===== config.mk =====
export PLATFORM = sky130hd
export DESIGN_NAME = gregorian_date_advance_top_flat
export DESIGN_NICKNAME = d
export VERILOG_FILES = /design/src/rtl/gda_pkg.sv /design/src/rtl/gda_if.sv /design/src/rtl/gregorian_date_advance_top.sv /design/src/flat_wrapper.sv
export VERILOG_INCLUDE_DIRS = /design/src /design/src/rtl
export SDC_FILE = /design/constraint.sdc
export NUM_CORES = 2
export LEC_CHECK = 0
export BUFFER_PORTS_ARGS = -buffer_cell sky130_fd_sc_hd__buf_2
export CAP_MARGIN = 20
export CORE_MARGIN = 4
export CORE_UTILIZATION = 30
export CTS_CLUSTER_DIAMETER = 120
export DETAILED_ROUTE_END_ITERATION = 7
export PLACE_DENSITY = 0.49
export SLEW_MARGIN = 10
export SYNTH_ARGS = -nofsm -noshare
export SYNTH_HDL_FRONTEND = slang
export SYNTH_SLANG_ARGS = --single-unit

===== constraint.sdc =====
create_clock -name clock -period 50.7 [get_ports clock]
set_input_delay 12.675 -clock clock [delete_from_list [all_inputs] [get_ports clock]]
set_output_delay 12.675 -clock clock [all_outputs]
set_load 0.01 [all_outputs]

===== src/rtl/gregorian_date_advance_top_assert.svh =====
// Assertion helpers for the date advance block.
// Both macros sample on the rising edge of clock and are off while reset is high.
`ifndef GREGORIAN_DATE_ADVANCE_TOP_ASSERT_SVH
`define GREGORIAN_DATE_ADVANCE_TOP_ASSERT_SVH

// The condition must hold in the same cycle as the trigger.
`define GDA_CHECK(lbl, trig, cond) \
   lbl: assert property (@(posedge clock) disable iff (reset) (trig) |-> (cond)) \
      else $error("date advance check failed");

// The condition must hold in the cycle after the trigger.
`define GDA_CHECK_NEXT(lbl, trig, cond) \
   lbl: assert property (@(posedge clock) disable iff (reset) (trig) |=> (cond)) \
      else $error("date advance check failed");

`endif


===== src/rtl/gda_pkg.sv =====
package gda_pkg;

   localparam int INTERVAL_BITS = 8;

   localparam int DAY_W   = 5;
   localparam int MONTH_W = 4;
   localparam int YEAR_W  = 12;
   localparam int IVL_W   = 8;
   localparam int WDAY_W  = 3;

   // Interval bits actually used and the day counter that holds day plus interval.
   localparam int N_USE   = (INTERVAL_BITS < IVL_W) ? INTERVAL_BITS : IVL_W;
   localparam int DCNT_W  = $clog2(31 + (2 ** N_USE));
   // One month boundary per step stage; every month has at least 28 days.
   localparam int STEPS   = ((2 ** N_USE) + 30) / 28 + 1;

   localparam logic [YEAR_W-1:0]  YEAR_TOP  = 12'd4095;
   localparam logic [MONTH_W-1:0] MONTH_JAN = 4'd1;
   localparam logic [MONTH_W-1:0] MONTH_FEB = 4'd2;
   localparam logic [MONTH_W-1:0] MONTH_MAR = 4'd3;
   localparam logic [MONTH_W-1:0] MONTH_APR = 4'd4;
   localparam logic [MONTH_W-1:0] MONTH_JUN = 4'd6;
   localparam logic [MONTH_W-1:0] MONTH_SEP = 4'd9;
   localparam logic [MONTH_W-1:0] MONTH_NOV = 4'd11;
   localparam logic [MONTH_W-1:0] MONTH_DEC = 4'd12;
   localparam logic [DAY_W-1:0]   DAY_LAST  = 5'd31;

   // Reciprocal constants: x / 100 = (x * 5243) >> 19 for x below 43699,
   // x / 7 = (x * 9363) >> 16 for x below 8192.
   localparam int            PROD_W    = 25;
   localparam logic [PROD_W-1:0] RECIP100 = 25'd5243;
   localparam int            SUM_W     = 13;
   localparam int            PROD7_W   = 27;
   localparam logic [PROD7_W-1:0] RECIP7  = 27'd9363;
   localparam logic [SUM_W-1:0]   YEAR_SHIFT = 13'd400;

   typedef struct packed {
      logic [DAY_W-1:0]   day;
      logic [MONTH_W-1:0] month;
      logic [YEAR_W-1:0]  year;
      logic [IVL_W-1:0]   interval_days;
      logic [PROD_W-1:0]  year_prod;
   } in_type;

   typedef struct packed {
      logic [DCNT_W-1:0]  day;
      logic [MONTH_W-1:0] month;
      logic [YEAR_W-1:0]  year;
      logic [6:0]         rem100;
      logic [1:0]         cent_lo;
      logic               invalid;
      logic               ovf;
      logic [WDAY_W-1:0]  weekday;
   } item_type;

   typedef struct packed {
      logic [DAY_W-1:0]   day_out;
      logic [MONTH_W-1:0] month_out;
      logic [YEAR_W-1:0]  year_out;
      logic [WDAY_W-1:0]  weekday;
      logic               date_invalid;
      logic               year_overflow;
   } out_type;

   // A year is leap when it divides by 4 and not by 100, or when it divides by 400.
   function automatic logic is_leap(logic [1:0] year_lo, logic [6:0] rem100,
                                    logic [1:0] cent_lo);
      return ((year_lo == 2'd0) && (rem100 != 7'd0)) ||
             ((rem100 == 7'd0) && (cent_lo == 2'd0));
   endfunction

   function automatic logic [DAY_W-1:0] month_len(logic [MONTH_W-1:0] month, logic leap);
      logic [DAY_W-1:0] len;
      len = 5'd31;
      if (month == MONTH_FEB) begin
         len = leap ? 5'd29 : 5'd28;
      end else if (month == MONTH_APR || month == MONTH_JUN ||
                   month == MONTH_SEP || month == MONTH_NOV) begin
         len = 5'd30;
      end
      return len;
   endfunction

   function automatic logic [2:0] month_off(logic [MONTH_W-1:0] month);
      logic [2:0] off;
      unique case (month)
         4'd1:    off = 3'd0;
         4'd2:    off = 3'd3;
         4'd3:    off = 3'd2;
         4'd4:    off = 3'd5;
         4'd5:    off = 3'd0;
         4'd6:    off = 3'd3;
         4'd7:    off = 3'd5;
         4'd8:    off = 3'd1;
         4'd9:    off = 3'd4;
         4'd10:   off = 3'd6;
         4'd11:   off = 3'd2;
         4'd12:   off = 3'd4;
         default: off = 3'd0;
      endcase
      return off;
   endfunction

   // Crosses at most one month boundary.
   function automatic item_type step_month(item_type cur);
      item_type         nxt;
      logic [DAY_W-1:0] len;
      nxt = cur;
      len = month_len(cur.month, is_leap(cur.year[1:0], cur.rem100, cur.cent_lo));
      if (!cur.invalid && !cur.ovf && (cur.day > DCNT_W'(len))) begin
         nxt.day = cur.day - DCNT_W'(len);
         if (cur.month == MONTH_DEC) begin
            nxt.month = MONTH_JAN;
            if (cur.year == YEAR_TOP) begin
               nxt.ovf = 1'b1;
            end else begin
               nxt.year = cur.year + 12'd1;
               if (cur.rem100 == 7'd99) begin
                  nxt.rem100  = 7'd0;
                  nxt.cent_lo = cur.cent_lo + 2'd1;
               end else begin
                  nxt.rem100 = cur.rem100 + 7'd1;
               end
            end
         end else begin
            nxt.month = cur.month + 4'd1;
         end
      end
      return nxt;
   endfunction

endpackage


===== src/rtl/gda_if.sv =====
interface gda_req_if import gda_pkg::*; ();
   logic                 valid;
   logic                 ready;
   logic [DAY_W-1:0]     day_in;
   logic [MONTH_W-1:0]   month_in;
   logic [YEAR_W-1:0]    year_in;
   logic [IVL_W-1:0]     interval_days;

   modport source (output valid, day_in, month_in, year_in, interval_days, input ready);
   modport sink (input valid, day_in, month_in, year_in, interval_days, output ready);
endinterface

interface gda_rsp_if import gda_pkg::*; ();
   logic                 valid;
   logic                 ready;
   logic [DAY_W-1:0]     day_out;
   logic [MONTH_W-1:0]   month_out;
   logic [YEAR_W-1:0]    year_out;
   logic [WDAY_W-1:0]    weekday;
   logic                 date_invalid;
   logic                 year_overflow;

   modport source (output valid, day_out, month_out, year_out, weekday, date_invalid,
                   year_overflow, input ready);
   modport sink (input valid, day_out, month_out, year_out, weekday, date_invalid,
                 year_overflow, output ready);
endinterface


===== src/rtl/gregorian_date_advance_top.sv =====
// Gregorian date advance.
// A beat on req_chan carries a start date and a day interval; one beat on
// rsp_chan returns the advanced date, the weekday of the start date and the
// invalid and overflow flags, in the order the requests came in.
// The block is a pipeline of 17 register stages: five stages check the date
// and compute the weekday with reciprocal multiplies, eleven stages each carry
// the date across at most one month end, and one output register follows.
// A new request beat is taken in every cycle while responses drain.
// The month-step stages set the depth; their count follows from the widest
// interval, since each month has at least 28 days.
// When the receiver holds rsp_chan.ready low with a response waiting, the
// whole pipeline holds and req_chan.ready drops; nothing is lost or repeated.
// Synchronous reset clears all valid bits, so the pipeline comes up empty
// and ready to take a request beat in the first cycle after reset.
`include "gregorian_date_advance_top_assert.svh"

module gregorian_date_advance_top import gda_pkg::*; (
   input  logic      clock,
   input  logic      reset,
   gda_req_if.sink   req_chan,
   gda_rsp_if.source rsp_chan
);

   localparam int NSTG  = STEPS + 6;
   localparam int E_IDX = 4;

   logic                adv;
   logic [NSTG-1:0]     vld_ff;
   logic [NSTG-1:0]     vld_in;

   in_type              a_ff, a_in;
   item_type            b_item_ff, b_item_in;
   logic [DAY_W-1:0]    b_day0_ff, b_day0_in;
   logic [SUM_W-1:0]    b_yy_ff, b_yy_in;
   logic [PROD_W-1:0]   b_prod_ff, b_prod_in;
   item_type            c_item_ff;
   logic [SUM_W-1:0]    c_sum_ff, c_sum_in;
   item_type            d_item_ff;
   logic [SUM_W-1:0]    d_sum_ff;
   logic [PROD7_W-1:0]  d_prod_ff, d_prod_in;
   item_type            stp_ff [0:STEPS];
   item_type            stp_in [0:STEPS];
   out_type             rsp_ff, rsp_in;

   logic [5:0]          cent;
   logic [YEAR_W-1:0]   cent_hun;
   logic [6:0]          rem100;
   logic                leap;
   logic [DAY_W-1:0]    len;
   logic                date_ok;
   logic [5:0]          yy_cent;
   logic [10:0]         q7;
   logic [SUM_W-1:0]    wd_rem;

   assign adv            = !vld_ff[NSTG-1] || rsp_chan.ready;
   assign req_chan.ready = adv;
   assign vld_in         = {vld_ff[NSTG-2:0], req_chan.valid};

   always_ff @(posedge clock) begin
      if (reset) begin
         vld_ff <= '0;
      end else if (adv) begin
         vld_ff <= vld_in;
      end
   end

   always_comb begin
      a_in.day           = req_chan.day_in;
      a_in.month         = req_chan.month_in;
      a_in.year          = req_chan.year_in;
      a_in.interval_days = req_chan.interval_days;
      a_in.year_prod     = PROD_W'(req_chan.year_in) * RECIP100;
   end

   always_comb begin
      cent     = a_ff.year_prod[24:19];
      cent_hun = YEAR_W'(cent) * 12'd100;
      rem100   = 7'(a_ff.year - cent_hun);
      leap     = is_leap(a_ff.year[1:0], rem100, cent[1:0]);
      len      = month_len(a_ff.month, leap);
      date_ok  = (a_ff.month >= MONTH_JAN) && (a_ff.month <= MONTH_DEC) &&
                 (a_ff.day != '0) && (a_ff.day <= len);

      b_item_in.day     = date_ok ? DCNT_W'(a_ff.day) + DCNT_W'(a_ff.interval_days[N_USE-1:0])
                                  : DCNT_W'(a_ff.day);
      b_item_in.month   = a_ff.month;
      b_item_in.year    = a_ff.year;
      b_item_in.rem100  = rem100;
      b_item_in.cent_lo = cent[1:0];
      b_item_in.invalid = !date_ok;
      b_item_in.ovf     = 1'b0;
      b_item_in.weekday = '0;

      // January and February count with the previous year.
      b_day0_in = a_ff.day;
      b_yy_in   = SUM_W'(a_ff.year) + YEAR_SHIFT - SUM_W'(a_ff.month < MONTH_MAR);
      b_prod_in = PROD_W'(b_yy_in) * RECIP100;
   end

   always_comb begin
      yy_cent  = b_prod_ff[24:19];
      c_sum_in = b_yy_ff + SUM_W'(b_yy_ff[SUM_W-1:2]) - SUM_W'(yy_cent)
               + SUM_W'(yy_cent[5:2]) + SUM_W'(month_off(b_item_ff.month))
               + SUM_W'(b_day0_ff);
   end

   assign d_prod_in = PROD7_W'(c_sum_ff) * RECIP7;

   always_comb begin
      q7     = d_prod_ff[26:16];
      wd_rem = d_sum_ff - SUM_W'(q7) * 13'd7;
      stp_in[0]         = d_item_ff;
      stp_in[0].weekday = d_item_ff.invalid ? '0 : wd_rem[WDAY_W-1:0];
   end

   for (genvar i = 0; i < STEPS; i++) begin : g_step
      assign stp_in[i+1] = step_month(stp_ff[i]);
   end

   always_comb begin
      rsp_in.weekday       = stp_ff[STEPS].weekday;
      rsp_in.date_invalid  = stp_ff[STEPS].invalid;
      rsp_in.year_overflow = stp_ff[STEPS].ovf;
      if (stp_ff[STEPS].ovf) begin
         rsp_in.day_out   = DAY_LAST;
         rsp_in.month_out = MONTH_DEC;
         rsp_in.year_out  = YEAR_TOP;
      end else begin
         rsp_in.day_out   = stp_ff[STEPS].day[DAY_W-1:0];
         rsp_in.month_out = stp_ff[STEPS].month;
         rsp_in.year_out  = stp_ff[STEPS].year;
      end
   end

   always_ff @(posedge clock) begin
      if (adv) begin
         a_ff      <= a_in;
         b_item_ff <= b_item_in;
         b_day0_ff <= b_day0_in;
         b_yy_ff   <= b_yy_in;
         b_prod_ff <= b_prod_in;
         c_item_ff <= b_item_ff;
         c_sum_ff  <= c_sum_in;
         d_item_ff <= c_item_ff;
         d_sum_ff  <= c_sum_ff;
         d_prod_ff <= d_prod_in;
         for (int i = 0; i <= STEPS; i++) begin
            stp_ff[i] <= stp_in[i];
         end
         rsp_ff    <= rsp_in;
      end
   end

   assign rsp_chan.valid         = vld_ff[NSTG-1];
   assign rsp_chan.day_out       = rsp_ff.day_out;
   assign rsp_chan.month_out     = rsp_ff.month_out;
   assign rsp_chan.year_out      = rsp_ff.year_out;
   assign rsp_chan.weekday       = rsp_ff.weekday;
   assign rsp_chan.date_invalid  = rsp_ff.date_invalid;
   assign rsp_chan.year_overflow = rsp_ff.year_overflow;

   // An invalid date never overflows and reports Sunday.
   `GDA_CHECK(a_invalid_clean, vld_ff[NSTG-1] && rsp_ff.date_invalid,
      !rsp_ff.year_overflow && (rsp_ff.weekday == '0))
   // An overflow saturates to the last day of the top year.
   `GDA_CHECK(a_ovf_saturates, vld_ff[NSTG-1] && rsp_ff.year_overflow,
      (rsp_ff.day_out == DAY_LAST) && (rsp_ff.month_out == MONTH_DEC) &&
      (rsp_ff.year_out == YEAR_TOP))
   // After the last step stage, a valid date lies within its month.
   `GDA_CHECK(a_steps_done, vld_ff[NSTG-2] && !stp_ff[STEPS].invalid && !stp_ff[STEPS].ovf,
      (stp_ff[STEPS].day != '0) &&
      (stp_ff[STEPS].day <= DCNT_W'(month_len(stp_ff[STEPS].month,
         is_leap(stp_ff[STEPS].year[1:0], stp_ff[STEPS].rem100, stp_ff[STEPS].cent_lo)))))
   // The weekday of a valid date is in range.
   `GDA_CHECK(a_weekday_range, vld_ff[E_IDX] && !stp_ff[0].invalid,
      stp_ff[0].weekday <= 3'd6)
   // A stalled response holds, and the pipeline behind it holds too.
   `GDA_CHECK_NEXT(a_stall_holds, vld_ff[NSTG-1] && !rsp_chan.ready,
      vld_ff[NSTG-1] && $stable(rsp_ff) && $stable(vld_ff))

endmodule

===== src/flat_wrapper.sv =====
// flat-port wrapper written by rule: the top's interface ports become plain ports
module gregorian_date_advance_top_flat import gda_pkg::*;
  (clock, reset, req_chan_valid, req_chan_day_in, req_chan_month_in, req_chan_year_in, req_chan_interval_days, req_chan_ready, rsp_chan_valid, rsp_chan_day_out, rsp_chan_month_out, rsp_chan_year_out, rsp_chan_weekday, rsp_chan_date_invalid, rsp_chan_year_overflow, rsp_chan_ready);
  gda_req_if req_chan_i ();
  gda_rsp_if rsp_chan_i ();
  input  logic clock;
  input  logic reset;
  input wire logic [$bits(req_chan_i.valid)-1:0] req_chan_valid;
  input wire logic [$bits(req_chan_i.day_in)-1:0] req_chan_day_in;
  input wire logic [$bits(req_chan_i.month_in)-1:0] req_chan_month_in;
  input wire logic [$bits(req_chan_i.year_in)-1:0] req_chan_year_in;
  input wire logic [$bits(req_chan_i.interval_days)-1:0] req_chan_interval_days;
  output wire logic [$bits(req_chan_i.ready)-1:0] req_chan_ready;
  output wire logic [$bits(rsp_chan_i.valid)-1:0] rsp_chan_valid;
  output wire logic [$bits(rsp_chan_i.day_out)-1:0] rsp_chan_day_out;
  output wire logic [$bits(rsp_chan_i.month_out)-1:0] rsp_chan_month_out;
  output wire logic [$bits(rsp_chan_i.year_out)-1:0] rsp_chan_year_out;
  output wire logic [$bits(rsp_chan_i.weekday)-1:0] rsp_chan_weekday;
  output wire logic [$bits(rsp_chan_i.date_invalid)-1:0] rsp_chan_date_invalid;
  output wire logic [$bits(rsp_chan_i.year_overflow)-1:0] rsp_chan_year_overflow;
  input wire logic [$bits(rsp_chan_i.ready)-1:0] rsp_chan_ready;
  assign req_chan_i.valid = req_chan_valid;
  assign req_chan_i.day_in = req_chan_day_in;
  assign req_chan_i.month_in = req_chan_month_in;
  assign req_chan_i.year_in = req_chan_year_in;
  assign req_chan_i.interval_days = req_chan_interval_days;
  assign req_chan_ready = req_chan_i.ready;
  assign rsp_chan_valid = rsp_chan_i.valid;
  assign rsp_chan_day_out = rsp_chan_i.day_out;
  assign rsp_chan_month_out = rsp_chan_i.month_out;
  assign rsp_chan_year_out = rsp_chan_i.year_out;
  assign rsp_chan_weekday = rsp_chan_i.weekday;
  assign rsp_chan_date_invalid = rsp_chan_i.date_invalid;
  assign rsp_chan_year_overflow = rsp_chan_i.year_overflow;
  assign rsp_chan_i.ready = rsp_chan_ready;
  gregorian_date_advance_top u_core (.clock(clock), .reset(reset), .req_chan(req_chan_i), .rsp_chan(rsp_chan_i));
endmodule

* Yosys cells after proc, flatten, opt, wreduce, memory -nomap -nowiden
Memories as Yosys holds them, arrays and structs flattened. A register that Yosys moved wholly into a read port is not among the register bits.
Index checks and enable logic that the tools add are counted.
Widths: inputs -> output; s select.
** Cells by class
- $add $sub $neg :: 65
- Multiply operators :: 5
- Order comparisons :: 15
- Equality and inequality tests :: 93
- Multiplexer cells :: 140
- Reduce and logical (&&, ||, !) cells :: 171
** Operators by type and width (number)
- $mux 21 :: 22
- $mux 34 :: 11
- $eq 4x4->1 const B :: 35
- $add 12x1->12 const B :: 11
- $eq 12x12->1 const B :: 11
- $gt 9x5->1 :: 11
- $sub 9x5->9 :: 11
- $eq 4x3->1 const B :: 24
- $logic_not 7->1 :: 12
- $reduce_bool 7->1 :: 12
- $add 7x1->7 const B :: 11
- $eq 7x7->1 const B :: 11
- $mux 7 :: 11
- $mux 5 :: 13
- $mux 1 :: 59
- $logic_and 1x1->1 :: 49
- $logic_or 1x1->1 :: 49
- $eq 4x2->1 const B :: 12
- $logic_not 2->1 :: 24
- $mux 4 :: 12
- $add 4x1->4 const B :: 11
- $mul 13x14->27 const B :: 1
- $mul 12x13->25 const B :: 1
- $mul 13x13->25 const B :: 1
- 21 further kinds :: 64
** Storage, ports and cells
- Register bits after elaboration :: 288
- Bits in writable memories :: 468
- Bits in read-only memories :: 48
- Bits of input ports :: 33
- Output and inout port bits :: 28
- Memories :: 2
** Memory list
- u_core.stp_ff :: depth 12, width 39, read ports 12, clocked after Yosys merged registers in 0, write ports 12, line gregorian_date_advance_top.sv:41 : item_type stp_ff [0:STEPS];
- (no name shown) :: depth 16, width 3, read ports 1, clocked after Yosys merged registers in 1, write ports 0, line gda_pkg.sv:86 : unique case (month)

* Logic depth before layout (Yosys ltp)
- Depth in word-level cells :: 10
- Mapped depth :: 30
- Depth with buffers taken out :: 30

* Worst setup path before layout
OpenSTA, ideal clock, no wires.
- Kind :: input -> output
- Start point :: in rsp_chan_ready
- End point :: out req_chan_ready
- Data arrival time :: 30.719 ns
- Slack :: 7.306 ns
- Stages on the path :: 3
- Path through :: nor2b_1 clkinv_1 clkbuf_1
** On the way
- Cells in the longest elaborated chain, start to end :: 1
** Ends and longest elaborated chain
- start: declaration :: line flat_wrapper.sv:21 : input wire logic [$bits(rsp_chan_i.ready)-1:0] rsp_chan_ready;
- $logic_or 1x1->1 :: line gregorian_date_advance_top.sv:55 : assign adv = !vld_ff[NSTG-1] || rsp_chan.ready;
- end: declaration :: line flat_wrapper.sv:13 : output wire logic [$bits(req_chan_i.ready)-1:0] req_chan_ready;
No other way between the ends.

* Worst setup path after layout
Ends and elaborated chain as after synthesis.

==> results.toml <==
[run_status]
outcome = "completed"

[floorplan]
ios = 61
core_sq_mm = 0.133
die_x_um = 374
rows = 134
initial_utilization_pct = 30.2
die_area_sq_mm = 0.140
fp.dieH_um = 374

[logic_synthesis]
synth_top_area_cell = "edfxtp_1"
yosysSeqAreaShare_pct = 49.8
yosys.area_share.xor_xnor_pct = 4.96
synth-compound-area-share_pct = 7.22
syn-num-nets = 3978
synth_top_family_by_area = "adder cells"
yosys_warnings = 0
ys.flop_type = "edfxtp_1"
ys_ff_latch = 674
yosys.area_share.adder_pct = 20.4
synth_edf_count = 654
yosysUniqueCellTypes = 80
synth_mux_area_share_pct = 1.59
netlist_instances = 3385
postSynthAreaPerCell_sq_um = 11.9
async_reset_ff_share_pct = 0
yosys.area_share.simple_pct = 11.3
synth_top_area_share_pct = 48.8
synth.cell_area_sq_mm = 0.0403
synthTopCellsByArea = "edfxtp_1 49%, ha_1 12%, fa_1 7.9%, inv_1 4.2%, xnor2_1 3.8%"

[timing]
fmax_mhz = 37.9
setup_viol = 0
period_share_pct = 52.0
hold_violations = 0
skew_ns = 0.0434
period_minus_slack_ns = 26.37
worst_pin_slew_ns = 1.08
rsz0062_at_grt = "false"
hold_ws_ns = 0.412
fin_ws_ns = 24.33
relSlewSlack_pct = 27.8
maxSlewViolCount = 0
tns_ns = 0

[power]
power_leakage_nw = 18.9
ir_worst_vdd_mv = 0.0552
power_density_mw_per_mm2 = 65.1
power_mw = 2.95

[clocking]
clk_latency_ns = 0.66
ctsLongestPathBuffers = 3
cts_setup_buffers = 0
numCtsBuffers = 80
cts_num_sinks = 674
htree_levels = 3
root_buffer = "clkbuf_16"
cts_resized = 0
clk_pin_slew_ns = 0.06
hold_buffers = 0
cts_tree = "done"

[critical_path]
r2r_cells = 27
cp_data_arrival_time_ns = 13.70
crit_fanout = 62
cp_cell_sequence = "buf_2 -> nor2b_2 -> buf_4 -> inv_8 -> buf_2"
crit_type = "in -> out"
cp_slowest_cell = "inv_8"
crit_path_end_kind = "output port"
required_ns = 38.03
cp_slowest_stage_delay_ns = 0.35
crit_top_cell = "buf_2"
cp_num_cells = 5
critical_path_buf_inv_count = 4
start_kind = "input pin"
path_delay_family = "buffers and inverters"

[final_layout]
finalCoreUtilization_pct = 33.9
n_antenna_cell = 0
fin_area_sq_mm = 0.0453
instances_no_fill = 5329
drive_above_1_share_pct = 7.55
area_growth_pct = 12.5
nets = 4089

[global_route]
use_met1_pct = 11.3
grtUsageMet2_pct = 18.3
grt_max_degree = 216
grtUsageTotal_pct = 9.94
grt_first_pass_wirelength_mm = 116
grt_pass1_vias = 23910
grt.busiest_layer = "met2"
gr-total-overflow = 0
gr-usage-met3_pct = 2.05
grt_antenna_before_repair = 0

[placed_design]
dpl-instance-area_sq_mm = 0.0427
gp_congestion = 0.776
place_ws_ns = 24.30
place_hpwl_mm = 50.6
io_buffers = 60
placedCellCount = 5182

[route]
vias_per_cell = 4.41
drcViolationCount = 0
post_drt_wl_per_cell_um = 12.9
ant_nets = 0
drt-pass1-iter-count = 5
routed_wl_mm = 68.7
via_count = 23476
drt-initial-drc-count = 820

[min_path]
hold_path.class = "reg -> reg"
min_delay_path_depth = 0

[job]
cap_violations = 0
## sequential cells by signal (all words and copies together), names as in the netlist, 4 cells and up, named ones only
register and flops:
u_core.a_ff 29, u_core.b_day0_ff 5, u_core.b_day0_in 5, u_core.b_item_ff 33
u_core.b_prod_ff 7, u_core.b_yy_ff 12, u_core.c_item_ff 33, u_core.c_sum_ff 13
u_core.d_item_ff 33, u_core.d_prod_ff 4, u_core.rsp_chan.day_out 5, u_core.rsp_chan.month_out 4
u_core.rsp_chan.year_out 12, u_core.stp_ff 452, u_core.vld_ff 17
## per-layer routing
layer	share of wire [%]	vias to the layer above
met1	42	10889
met2	51	238
met3	3.3	114
li1	-	12235
met5	0	-
met4	3.2	0
## worst paths after layout
path | endpoint | slack (ns) | from
max | req_chan_ready | 24.33 | rsp_chan_ready
min | u_core.stp_ff[0][10]$_DFFE_PP_ | 0.41 | u_core.d_item_ff[10]$_DFFE_PP_
max reg2reg | u_core.b_prod_ff[24]$_DFFE_PP_ | 41.99 | u_core.a_ff[48]$_DFFE_PP_
min reg2reg | u_core.stp_ff[0][10]$_DFFE_PP_ | 0.41 | u_core.d_item_ff[10]$_DFFE_PP_
## placed cells by master, fill, tap and decap left out, drive strengths merged, types with 28 or more instances in the layout
master  count
fa        158
a21oi     128
mux2       41
xnor2     174
a21o       28
and3       64
edfxtp    654
nor3       68
nand3      99
nor2      137
inv       460
o21ai     153
buf        71
nand4      79
xor2       54
nand2     301
clkbuf    104
ha        402
clkinv     29
## power by group
group | total [mW] | leakage, nW | switching (mW) | internal [mW]
registers | 1.00 | 7.20 | 0.133 | 0.866
clock network | 0.560 | 1.26 | 0.230 | 0.330
logic | 1.39 | 10.5 | 0.752 | 0.637
total | 2.95 | 18.9 | 1.12 | 1.83
## cell type report
| class | count | area (sq um) |
|---|---|---|
| Multi-Input combinational cell | 2214 | 18300 |
| Clock buffer | 104 | 2160 |
| Sequential cell | 674 | 20000 |
| Clock inverter | 43 | 440 |
| Tap cell | 1768 | 2210 |
| Inverter | 455 | 1720 |
| Timing Repair Buffer | 71 | 408 |
| Fill cell | 13399 | 88200 |
## cell usage after synthesis, types with 20 or more instances
cell / instances
o211ai_1: 20
and3_1: 63
mux2_2: 26
fa_1: 158
ha_1: 402
xor2_1: 54
nand3_1: 99
a21oi_1: 128
o21ai_0: 124
edfxtp_1: 654
inv_1: 453
a31oi_1: 27
nor3_1: 63
nand2_1: 301
nor2_1: 134
o21ai_1: 29
nand4_1: 77
xnor2_1: 174
or2_2: 25
a21o_1: 28
dfxtp_1: 20
## cell families after synthesis
| family | count (synthesis) |
|---|---|
| and+or+nand+nor | 907 |
| xor gates and xnor gates | 228 |
| DFF | 674 |
| buffers and inverters | 497 |
| adders and majority gates | 560 |
| muxes | 59 |
| AOI/OAI and AO/OA | 460 |
No activity file was read; power rests on OpenSTA's default activity.
